<file path="config.mk">
export PLATFORM = sky130hd
export DESIGN_NAME = line_sensor_calibrate_position
export DESIGN_NICKNAME = d
export VERILOG_FILES = /design/src/sv/lscp_pkg.sv /design/src/sv/lscp_divider.sv /design/src/sv/lscp_calib.sv /design/src/sv/line_sensor_calibrate_position.sv
export VERILOG_INCLUDE_DIRS = /design/src /design/src/sv
export SDC_FILE = /design/constraint.sdc
export NUM_CORES = 2
export LEC_CHECK = 0
export BUFFER_PORTS_ARGS = -buffer_cell sky130_fd_sc_hd__buf_2
export CORE_AREA = 4 4 473 475
export CTS_CLUSTER_SIZE = 16
export DETAILED_ROUTE_END_ITERATION = 16
export DIE_AREA = 0 0 477 479
export MAX_ROUTING_LAYER = met4
export PLACE_DENSITY = 0.54
export REMOVE_ABC_BUFFERS = 1
export SLEW_MARGIN = 20
export SYNTH_ARGS = -nofsm -noshare
export SYNTH_HDL_FRONTEND = slang
export SYNTH_HIERARCHICAL = 1
export SYNTH_SLANG_ARGS = --single-unit
</file>
<file path="constraint.sdc">
create_clock -name aclk -period 10.9 [get_ports aclk]
set_clock_uncertainty 0.15 [all_clocks]
set_input_delay 1.09 -clock aclk [delete_from_list [all_inputs] [get_ports aclk]]
set_output_delay 1.09 -clock aclk [all_outputs]
set_load 0.03 [all_outputs]
</file>
<file path="src/sv/line_sensor_calibrate_position_defines.svh">
// ---------------------------------------------------------------------------
// Line sensor calibrate/position: assertion macros
// Concurrent check macros; empty when SYNTHESIS is defined.
// ---------------------------------------------------------------------------
`ifndef LINE_SENSOR_CALIBRATE_POSITION_DEFINES_SVH
`define LINE_SENSOR_CALIBRATE_POSITION_DEFINES_SVH
`ifndef SYNTHESIS
`define LSCP_ASSERT(label, clk, rst_n, ante, cons) \
    label: assert property (@(posedge clk) disable iff (!rst_n) (ante) |-> (cons)) \
        else $error("lscp check failed");
`define LSCP_ASSERT_NXT(label, clk, rst_n, ante, cons) \
    label: assert property (@(posedge clk) disable iff (!rst_n) (ante) |=> (cons)) \
        else $error("lscp check failed");
`else
`define LSCP_ASSERT(label, clk, rst_n, ante, cons)
`define LSCP_ASSERT_NXT(label, clk, rst_n, ante, cons)
`endif
`endif

</file>
<file path="src/sv/lscp_pkg.sv">
// ---------------------------------------------------------------------------
// lscp_pkg
// Shared widths, codes and interface types of the line sensor position block.
// ---------------------------------------------------------------------------
`default_nettype none

package lscp_pkg;

    localparam int SENSOR_COUNT = 5;
    localparam int SAMPLE_BITS  = 10;
    localparam int FRAC_BITS    = 8;
    localparam int SPACING_W    = 8;
    localparam int MODE_W       = 2;
    localparam int STATUS_W     = 2;
    localparam int POS_W        = 16;
    localparam int LEVEL_W      = 32;
    localparam int IDX_W        = $clog2(SENSOR_COUNT);

    localparam int IN_DATA_W  = ((SENSOR_COUNT * SAMPLE_BITS + 7) / 8) * 8;
    localparam int OUT_DATA_W = POS_W + SENSOR_COUNT * LEVEL_W;

    // channel sums and averages (Q.8)
    localparam int CHSUM_W   = SAMPLE_BITS + $clog2(SENSOR_COUNT);
    localparam int AVG_W     = SAMPLE_BITS + FRAC_BITS;
    // average = floor(256 * sum / SENSOR_COUNT) = (sum * AVG_RECIP) >> AVG_SHIFT
    localparam int AVG_SHIFT  = 16;
    localparam int RECIP_W    = 22;
    localparam int AVG_PROD_W = CHSUM_W + RECIP_W;
    localparam logic [RECIP_W-1:0] AVG_RECIP =
        RECIP_W'((2 ** (AVG_SHIFT + FRAC_BITS) + SENSOR_COUNT - 1) / SENSOR_COUNT);
    // level mapping
    localparam int SPAN_W = AVG_W + 1;
    localparam int DIFF_W = SAMPLE_BITS + 1;
    localparam int PROD_W = SPAN_W + DIFF_W - 1;
    // centroid
    localparam int SUM_W   = LEVEL_W + 3;
    localparam int NUM_W   = LEVEL_W + 3;
    localparam int SCALE_W = NUM_W + SPACING_W + 1;

    // shared divider
    localparam int DVD_W = SCALE_W - 1 + FRAC_BITS;
    localparam int DIV_W = SUM_W - 1;
    localparam int CNT_W = $clog2(DVD_W + 1);

    localparam logic [CNT_W-1:0] LVL_ITERS = CNT_W'(PROD_W - 1);
    localparam logic [CNT_W-1:0] POS_ITERS = CNT_W'(DVD_W);

    localparam logic [SPACING_W-1:0]  SPACING_RESET = SPACING_W'(12);
    localparam logic signed [SUM_W-1:0] SUM_FLOOR_Q8 = SUM_W'(3);
    localparam int POS_MAX_MAG = 2 ** (POS_W - 1) - 1;

    typedef enum logic [MODE_W-1:0] {
        MODE_CLEAR   = 2'd0,
        MODE_TRACK   = 2'd1,
        MODE_FINISH  = 2'd2,
        MODE_MEASURE = 2'd3
    } mode_t;

    localparam logic [STATUS_W-1:0] STATUS_OK      = 2'd0;
    localparam logic [STATUS_W-1:0] STATUS_UNCAL   = 2'd1;
    localparam logic [STATUS_W-1:0] STATUS_LOW_SUM = 2'd2;

    typedef logic [SAMPLE_BITS-1:0]   sample_t;
    typedef sample_t [SENSOR_COUNT-1:0] sample_vec_t;
    typedef logic signed [LEVEL_W-1:0] level_t;

    typedef struct packed {
        logic clear;
        logic track;
        logic finish;
    } cal_cmd_t;

    typedef struct packed {
        logic             start;
        logic [DVD_W-1:0] dividend;
        logic [DIV_W-1:0] divisor;
        logic [CNT_W-1:0] iters;
    } div_req_t;

    typedef struct packed {
        logic             busy;
        logic             done;
        logic [DVD_W-1:0] quotient;
    } div_rsp_t;

endpackage

`default_nettype wire

</file>
<file path="src/sv/lscp_divider.sv">
// ---------------------------------------------------------------------------
// lscp_divider
// Shared restoring divider, one quotient bit per cycle. The dividend is
// left-aligned by the caller; iters sets how many top bits are consumed.
// ---------------------------------------------------------------------------
`default_nettype none

module lscp_divider
    import lscp_pkg::*;
(
    input  wire logic     aclk,
    input  wire logic     aresetn,
    input  wire div_req_t req,
    output div_rsp_t      rsp
);

    logic [DIV_W-1:0] rem_reg, rem_next;
    logic [DVD_W-1:0] quo_reg, quo_next;
    logic [DIV_W-1:0] dvs_reg, dvs_next;
    logic [CNT_W-1:0] cnt_reg, cnt_next;
    logic             busy_reg, busy_next;
    logic             done_reg, done_next;

    logic [DIV_W:0] rem_sh;
    logic [DIV_W:0] diff;
    logic           ge;

    always_comb begin
        rem_sh = {rem_reg, quo_reg[DVD_W-1]};
        diff   = rem_sh - {1'b0, dvs_reg};
        ge     = rem_sh >= {1'b0, dvs_reg};

        rem_next  = rem_reg;
        quo_next  = quo_reg;
        dvs_next  = dvs_reg;
        cnt_next  = cnt_reg;
        busy_next = busy_reg;
        done_next = 1'b0;

        if (req.start) begin
            rem_next  = '0;
            quo_next  = req.dividend;
            dvs_next  = req.divisor;
            cnt_next  = req.iters;
            busy_next = 1'b1;
        end else if (busy_reg) begin
            rem_next = ge ? diff[DIV_W-1:0] : rem_sh[DIV_W-1:0];
            quo_next = {quo_reg[DVD_W-2:0], ge};
            cnt_next = cnt_reg - CNT_W'(1);
            if (cnt_reg == CNT_W'(1)) begin
                busy_next = 1'b0;
                done_next = 1'b1;
            end
        end
    end

    always_ff @(posedge aclk) begin
        if (!aresetn) begin
            busy_reg <= 1'b0;
            done_reg <= 1'b0;
            cnt_reg  <= '0;
        end else begin
            busy_reg <= busy_next;
            done_reg <= done_next;
            cnt_reg  <= cnt_next;
        end
    end

    always_ff @(posedge aclk) begin
        rem_reg <= rem_next;
        quo_reg <= quo_next;
        dvs_reg <= dvs_next;
    end

    assign rsp.busy     = busy_reg;
    assign rsp.done     = done_reg;
    assign rsp.quotient = quo_reg;

endmodule

`default_nettype wire

</file>
<file path="src/sv/lscp_calib.sv">
// ---------------------------------------------------------------------------
// lscp_calib
// Per-sensor minimum/maximum store and calibrated flag.
// ---------------------------------------------------------------------------
`default_nettype none

module lscp_calib
    import lscp_pkg::*;
(
    input  wire logic        aclk,
    input  wire logic        aresetn,
    input  wire cal_cmd_t    cmd,
    input  wire sample_vec_t samples,
    output sample_vec_t      ch_min,
    output sample_vec_t      ch_max,
    output logic             calibrated
);

    sample_vec_t min_reg, min_next;
    sample_vec_t max_reg, max_next;
    logic        cal_reg, cal_next;

    always_comb begin
        min_next = min_reg;
        max_next = max_reg;
        cal_next = cal_reg;
        if (cmd.clear) begin
            for (int i = 0; i < SENSOR_COUNT; i++) begin
                min_next[i] = '1;
                max_next[i] = '0;
            end
            cal_next = 1'b0;
        end else if (cmd.track) begin
            for (int i = 0; i < SENSOR_COUNT; i++) begin
                if (samples[i] < min_reg[i]) begin
                    min_next[i] = samples[i];
                end
                if (samples[i] > max_reg[i]) begin
                    max_next[i] = samples[i];
                end
            end
        end else if (cmd.finish) begin
            cal_next = 1'b1;
        end
    end

    always_ff @(posedge aclk) begin
        if (!aresetn) begin
            for (int i = 0; i < SENSOR_COUNT; i++) begin
                min_reg[i] <= '1;
                max_reg[i] <= '0;
            end
            cal_reg <= 1'b0;
        end else begin
            min_reg <= min_next;
            max_reg <= max_next;
            cal_reg <= cal_next;
        end
    end

    assign ch_min     = min_reg;
    assign ch_max     = max_reg;
    assign calibrated = cal_reg;

endmodule

`default_nettype wire

</file>
<file path="src/sv/line_sensor_calibrate_position.sv">
// ---------------------------------------------------------------------------
// line_sensor_calibrate_position
// Min/max calibrated five-sensor line position estimator (top level).
// ---------------------------------------------------------------------------
// Usage:
//   s_ channel: one request per frame; s_tuser is the mode (clear, track,
//   end tracking, measure), s_tdata the five raw samples.
//   Clear, track and end requests update the calibration and
//   give no result. A measure request gives one result on the m_ channel:
//   m_tuser is the status, m_tdata the Q7.8 position and Q23.8 levels.
//   cfg_ channel writes the sensor spacing; it is always ready.
//   A calibrated measure runs two reciprocal averages, then per sensor a
//   multiply and a 28-step division on the shared divider (skipped without
//   span), then numerator, scale and start of the 51-step position division,
//   and last loads the output register. A level sum below the floor ends
//   after the numerator; an uncalibrated measure goes straight to the output.
//   s_tready is low while a measure is in progress.
//   The result sits in an output register; while the receiver stalls, clear,
//   track and end requests are still taken, and a new measure waits to
//   deliver until the register frees.
//   Reset: minima all ones, maxima zero, not calibrated, spacing 12.
// ---------------------------------------------------------------------------
`default_nettype none
`include "line_sensor_calibrate_position_defines.svh"

module line_sensor_calibrate_position
    import lscp_pkg::*;
(
    input  wire logic                    aclk,
    input  wire logic                    aresetn,
    input  wire logic                    s_tvalid,
    output logic                         s_tready,
    input  wire logic [IN_DATA_W-1:0]    s_tdata,   // sample_0 .. sample_4, zero pad
    input  wire logic [MODE_W-1:0]       s_tuser,   // mode
    output logic                         m_tvalid,
    input  wire logic                    m_tready,
    output logic [OUT_DATA_W-1:0]        m_tdata,   // position, level_0 .. level_4
    output logic [STATUS_W-1:0]          m_tuser,   // status
    input  wire logic                    cfg_valid,
    output logic                         cfg_ready,
    input  wire logic [SPACING_W-1:0]    cfg_data
);

    typedef enum logic [10:0] {
        ST_IDLE      = 11'b00000000001,
        ST_AVG_MIN   = 11'b00000000010,
        ST_AVG_MAX   = 11'b00000000100,
        ST_MUL       = 11'b00000001000,
        ST_LVL       = 11'b00000010000,
        ST_LVL_W     = 11'b00000100000,
        ST_NUM       = 11'b00001000000,
        ST_SCALE     = 11'b00010000000,
        ST_POS       = 11'b00100000000,
        ST_POS_W     = 11'b01000000000,
        ST_DONE      = 11'b10000000000
    } state_t;

    state_t state_reg, state_next;

    logic [IDX_W-1:0]          idx_reg, idx_next;
    sample_vec_t               x_reg, x_next;
    logic [AVG_W-1:0]          amin_reg, amin_next;
    logic [AVG_W-1:0]          amax_reg, amax_next;
    logic signed [PROD_W-1:0]  prod_reg, prod_next;
    logic [SAMPLE_BITS-1:0]    range_reg, range_next;
    logic                      span_reg, span_next;
    level_t                    level_reg [SENSOR_COUNT];
    level_t                    level_next [SENSOR_COUNT];
    logic signed [SUM_W-1:0]   sum_reg, sum_next;
    logic signed [NUM_W-1:0]   num_reg, num_next;
    logic signed [SCALE_W-1:0] scale_reg, scale_next;
    logic [STATUS_W-1:0]       status_reg, status_next;
    logic [POS_W-1:0]          pos_reg, pos_next;
    logic [SPACING_W-1:0]      spacing_reg, spacing_next;

    logic                      m_valid_reg, m_valid_next;
    logic [OUT_DATA_W-1:0]     m_data_reg, m_data_next;
    logic [STATUS_W-1:0]       m_status_reg, m_status_next;

    cal_cmd_t    cal_cmd;
    sample_vec_t ch_min;
    sample_vec_t ch_max;
    logic        cal_done;
    div_req_t    div_req;
    div_rsp_t    div_rsp;
    logic        out_load;

    sample_vec_t              x_in;
    logic [CHSUM_W-1:0]       sum_min;
    logic [CHSUM_W-1:0]       sum_max;
    logic [CHSUM_W-1:0]       avg_dvd;
    logic [AVG_PROD_W-1:0]    avg_prod;
    logic [AVG_W-1:0]         avg_q;
    logic signed [SPAN_W-1:0] span_s;
    logic signed [DIFF_W-1:0] diff_s;
    logic [PROD_W-2:0]        prod_mag;
    logic signed [LEVEL_W-1:0] q_ext;
    level_t                   level_calc;
    logic [SCALE_W-2:0]       scale_mag;
    logic [DVD_W-1:0]         pos_q;
    logic                     last_idx;

    lscp_calib u_calib (
        .aclk       (aclk),
        .aresetn    (aresetn),
        .cmd        (cal_cmd),
        .samples    (x_in),
        .ch_min     (ch_min),
        .ch_max     (ch_max),
        .calibrated (cal_done)
    );

    lscp_divider u_divider (
        .aclk    (aclk),
        .aresetn (aresetn),
        .req     (div_req),
        .rsp     (div_rsp)
    );

    assign x_in      = s_tdata[SENSOR_COUNT*SAMPLE_BITS-1:0];
    assign s_tready  = (state_reg == ST_IDLE);
    assign cfg_ready = 1'b1;

    always_comb begin
        sum_min = '0;
        sum_max = '0;
        for (int i = 0; i < SENSOR_COUNT; i++) begin
            sum_min = sum_min + CHSUM_W'(ch_min[i]);
            sum_max = sum_max + CHSUM_W'(ch_max[i]);
        end
    end

    // one reciprocal multiplier serves both averages
    always_comb begin
        avg_dvd  = (state_reg == ST_AVG_MIN) ? sum_min : sum_max;
        avg_prod = AVG_PROD_W'(avg_dvd) * AVG_PROD_W'(AVG_RECIP);
        avg_q    = avg_prod[AVG_SHIFT +: AVG_W];
    end

    always_comb begin
        span_s     = $signed({1'b0, amax_reg}) - $signed({1'b0, amin_reg});
        diff_s     = $signed({1'b0, x_reg[idx_reg]}) - $signed({1'b0, ch_min[idx_reg]});
        prod_mag   = prod_reg[PROD_W-1] ? (PROD_W-1)'(-prod_reg) : prod_reg[PROD_W-2:0];
        q_ext      = $signed(LEVEL_W'(div_rsp.quotient[PROD_W-2:0]));
        level_calc = $signed(LEVEL_W'(amin_reg)) + (prod_reg[PROD_W-1] ? -q_ext : q_ext);
        scale_mag  = scale_reg[SCALE_W-1] ? (SCALE_W-1)'(-scale_reg)
                                          : scale_reg[SCALE_W-2:0];
        pos_q      = div_rsp.quotient;
        last_idx   = (idx_reg == IDX_W'(SENSOR_COUNT - 1));
    end

    always_comb begin
        state_next   = state_reg;
        idx_next     = idx_reg;
        x_next       = x_reg;
        amin_next    = amin_reg;
        amax_next    = amax_reg;
        prod_next    = prod_reg;
        range_next   = range_reg;
        span_next    = span_reg;
        level_next   = level_reg;
        sum_next     = sum_reg;
        num_next     = num_reg;
        scale_next   = scale_reg;
        status_next  = status_reg;
        pos_next     = pos_reg;
        spacing_next = cfg_valid ? cfg_data : spacing_reg;
        cal_cmd      = '0;
        out_load     = 1'b0;
        div_req      = '0;

        case (state_reg)
            ST_IDLE: begin
                if (s_tvalid) begin
                    case (mode_t'(s_tuser))
                        MODE_CLEAR:  cal_cmd.clear  = 1'b1;
                        MODE_TRACK:  cal_cmd.track  = 1'b1;
                        MODE_FINISH: cal_cmd.finish = 1'b1;
                        MODE_MEASURE: begin
                            x_next   = x_in;
                            idx_next = '0;
                            sum_next = '0;
                            pos_next = '0;
                            for (int i = 0; i < SENSOR_COUNT; i++) begin
                                level_next[i] = '0;
                            end
                            if (cal_done) begin
                                status_next = STATUS_OK;
                                state_next  = ST_AVG_MIN;
                            end else begin
                                status_next = STATUS_UNCAL;
                                state_next  = ST_DONE;
                            end
                        end
                        default: ;
                    endcase
                end
            end
            ST_AVG_MIN: begin
                amin_next  = avg_q;
                state_next = ST_AVG_MAX;
            end
            ST_AVG_MAX: begin
                amax_next  = avg_q;
                state_next = ST_MUL;
            end
            ST_MUL: begin
                prod_next  = PROD_W'(span_s) * PROD_W'(diff_s);
                span_next  = ch_max[idx_reg] > ch_min[idx_reg];
                range_next = ch_max[idx_reg] - ch_min[idx_reg];
                state_next = ST_LVL;
            end
            ST_LVL: begin
                if (span_reg) begin
                    div_req.start    = 1'b1;
                    div_req.dividend = {prod_mag, {(DVD_W-PROD_W+1){1'b0}}};
                    div_req.divisor  = DIV_W'(range_reg);
                    div_req.iters    = LVL_ITERS;
                    state_next       = ST_LVL_W;
                end else begin
                    level_next[idx_reg] = $signed(LEVEL_W'(amin_reg));
                    sum_next   = sum_reg + SUM_W'($signed(LEVEL_W'(amin_reg)));
                    idx_next   = last_idx ? '0 : idx_reg + IDX_W'(1);
                    state_next = last_idx ? ST_NUM : ST_MUL;
                end
            end
            ST_LVL_W: begin
                if (div_rsp.done) begin
                    level_next[idx_reg] = level_calc;
                    sum_next   = sum_reg + SUM_W'(level_calc);
                    idx_next   = last_idx ? '0 : idx_reg + IDX_W'(1);
                    state_next = last_idx ? ST_NUM : ST_MUL;
                end
            end
            ST_NUM: begin
                num_next = NUM_W'(2) * (NUM_W'(level_reg[4]) - NUM_W'(level_reg[0]))
                         + (NUM_W'(level_reg[3]) - NUM_W'(level_reg[1]));
                if (sum_reg < SUM_FLOOR_Q8) begin
                    status_next = STATUS_LOW_SUM;
                    state_next  = ST_DONE;
                end else begin
                    state_next  = ST_SCALE;
                end
            end
            ST_SCALE: begin
                scale_next = SCALE_W'(num_reg) * SCALE_W'($signed({1'b0, spacing_reg}));
                state_next = ST_POS;
            end
            ST_POS: begin
                div_req.start    = 1'b1;
                div_req.dividend = {scale_mag, {FRAC_BITS{1'b0}}};
                div_req.divisor  = sum_reg[DIV_W-1:0];
                div_req.iters    = POS_ITERS;
                state_next       = ST_POS_W;
            end
            ST_POS_W: begin
                if (div_rsp.done) begin
                    if (scale_reg[SCALE_W-1]) begin
                        if (pos_q > DVD_W'(POS_MAX_MAG + 1)) begin
                            pos_next = {1'b1, {(POS_W-1){1'b0}}};
                        end else begin
                            pos_next = -pos_q[POS_W-1:0];
                        end
                    end else begin
                        if (pos_q > DVD_W'(POS_MAX_MAG)) begin
                            pos_next = {1'b0, {(POS_W-1){1'b1}}};
                        end else begin
                            pos_next = pos_q[POS_W-1:0];
                        end
                    end
                    state_next = ST_DONE;
                end
            end
            ST_DONE: begin
                if (!m_valid_reg || m_tready) begin
                    out_load   = 1'b1;
                    state_next = ST_IDLE;
                end
            end
            default: state_next = ST_IDLE;
        endcase
    end

    always_comb begin
        m_valid_next  = m_valid_reg;
        m_data_next   = m_data_reg;
        m_status_next = m_status_reg;
        if (out_load) begin
            m_valid_next  = 1'b1;
            m_status_next = status_reg;
            m_data_next[POS_W-1:0] = pos_reg;
            for (int i = 0; i < SENSOR_COUNT; i++) begin
                m_data_next[POS_W + i*LEVEL_W +: LEVEL_W] = level_reg[i];
            end
        end else if (m_tready) begin
            m_valid_next = 1'b0;
        end
    end

    always_ff @(posedge aclk) begin
        if (!aresetn) begin
            state_reg   <= ST_IDLE;
            idx_reg     <= '0;
            spacing_reg <= SPACING_RESET;
            m_valid_reg <= 1'b0;
        end else begin
            state_reg   <= state_next;
            idx_reg     <= idx_next;
            spacing_reg <= spacing_next;
            m_valid_reg <= m_valid_next;
        end
    end

    always_ff @(posedge aclk) begin
        x_reg        <= x_next;
        amin_reg     <= amin_next;
        amax_reg     <= amax_next;
        prod_reg     <= prod_next;
        range_reg    <= range_next;
        span_reg     <= span_next;
        level_reg    <= level_next;
        sum_reg      <= sum_next;
        num_reg      <= num_next;
        scale_reg    <= scale_next;
        status_reg   <= status_next;
        pos_reg      <= pos_next;
        m_data_reg   <= m_data_next;
        m_status_reg <= m_status_next;
    end

    assign m_tvalid = m_valid_reg;
    assign m_tdata  = m_data_reg;
    assign m_tuser  = m_status_reg;

    `LSCP_ASSERT(a_idle_div_free, aclk, aresetn, s_tready, !div_rsp.busy)
    `LSCP_ASSERT_NXT(a_measure_busy, aclk, aresetn, s_tvalid && s_tready && (s_tuser == MODE_MEASURE), !s_tready)
    `LSCP_ASSERT(a_err_pos_zero, aclk, aresetn, m_tvalid && (m_tuser != STATUS_OK), m_tdata[POS_W-1:0] == '0)

endmodule

`default_nettype wire

</file>
==> reports/qor.yml <==
ff2ff_setup_slack_ps: 690
final_common_cell: "inv_1"
final_cell_mix: "inv_1 (1,066), edfxtp_1 (681), nand2_1 (561), fa_1 (550), ha_1 (550)"
worst_setup_path_end_kind: "flop"
grt_pass1_vias: 51950
power_mw: 26.61
critPathKind: "flop to flop"
max-vdd-ir-drop_mv: 0.7241
clk_path_buf_depth: 3
fin_area_sq_um: 77850
ant_nets: 0
drtIter0Drc: 4264
area_delta_synth_final_pct: 11.56
htree_levels: 3
post_cts_resized: 0
crit_path_max_incr_delay_ps: 600
path_buf_inv: 6
cap_violations: 0
status: "complete, no violations"
placedInstanceArea_sq_um: 74410
wirelength_mm: 216.8
fp-row-count: 172
top_usage_layer: "met2"
clockRootBuffer: "clkbuf_16"
largest_reg_flops: 176
cp_top_family: "adder cells"
cts_setup_buffers: 0
r2r_cells: 36
synth_area_sq_um: 69790
crit_arrival_ps: 10510
clk_pin_slew_ps: 60
synthCells: 7000
initial_core_util_pct: 31.82
core_area_sq_um: 219300
placedCellCount: 9976
clock_latency_ps: 750
die-width_um: 477
period_minus_slack_ps: 10210
gp_congestion: 0.9139
via_per_inst: 5.142
setup_viol: 0
holdWs_ps: 228.3
grt_pass1_wl_mm: 327.2
detailed_place_hpwl_mm: 169.0
die_h_um: 479
tns_ps: 0
clock-sinks: 847
die_area_sq_um: 228500
report.final.slew_viol_count: 0
fin_crit_sh_pct: 93.65
cts_tree: "done"
critPathRequiredTime_ps: 11200
hold_class: "flop to flop"
drc_errors: 0
drive_gt1_share_pct: 8.949
tightestPinTransition_ps: 1174
grt_max_degree: 97
num_vias: 52240
slew_headroom_pct: 21.01
wl_per_cell_um: 21.34
grt_overflow: 0
critPathLaunchType: "flop"
rsz0062_at_grt: "false"
grt_util_met3_pct: 2.271
antenna_found_initial: 5
use_met1_pct: 25.11
track_usage_pct: 19.11
crit_fanout: 4
port_buffers: 244
holdBufCountCts: 0
final_cells: 10160
met2_usage_pct: 31.65
max_freq_mhz: 97.97
boundaryPins: 252
ys_warn_count: 6
fillers: 21970
avgSynthCellArea_sq_um: 9.969
power_density_nw_per_um2: 341.8
crit_top_cell: "fa_1"
cts_buffers: 96
fin_nets: 8374
leakagePower_nw: 33.50
whs_path_depth: 0
firstDrtPassIters: 5
path_depth: 36
cpMaxStageDelayCell: "fa_1"
final_hold_viol_count: 0
## per-stage QoR
step / setup slack, ps / utilization [%]
6_report: 692.5 / 35.50
2_1_floorplan: 814.5 / -
5_1_grt: 178.8 / 35.50
4_1_cts: 682.4 / 35.50
3_3_place_gp: 824.9 / 33.93
3_5_place_dp: 718.3 / 33.93
## cell type report
type	instances	area, sq um	share of cell area [%]
diodes	1	2.502	0.003214
repair buffers	330	1867	2.398
flip-flops and latches	847	23780	30.55
well taps	2871	3592	4.614
clock inverters	68	947.2	1.217
inverters	1072	4034	5.181
clock buffers	113	2487	3.195
multi-input cells	4856	41140	52.85
## layer usage
layer,up-vias,share of wire [%]
met1,26160,44
li1,24350,-
met3,228,5.3
met5,-,0
met4,0,2.4
met2,1505,49
## worst paths after layout
path | endpoint | from
max | amax_reg[17] | u_calib/ch_max[1]
min | m_tdata[5] | pos_reg[5]
max reg2reg | amax_reg[17] | u_calib/ch_max[1]
min reg2reg | m_tdata[5] | pos_reg[5]
## worst register-to-register path: cells and delay by family, from the launching register on
kind / cells / cell delay (ps)
adder cells (fa/ha/maj): 11 / 4820
AO/OA/AOI/OAI: 10 / 2400
AND/OR/NAND/NOR: 6 / 1110
buffers and inverters: 6 / 500
flip-flops: 1 / 440
multiplexers: 1 / 280
XOR/XNOR: 2 / 240
## where the power goes
part           internal [mW]  switching [mW]  leakage, nW
logic                   6.99            10.4         24.1
registers               5.17           0.451         7.74
clock network           2.05            1.53         1.63
Power figures use the tool's default switching activity.
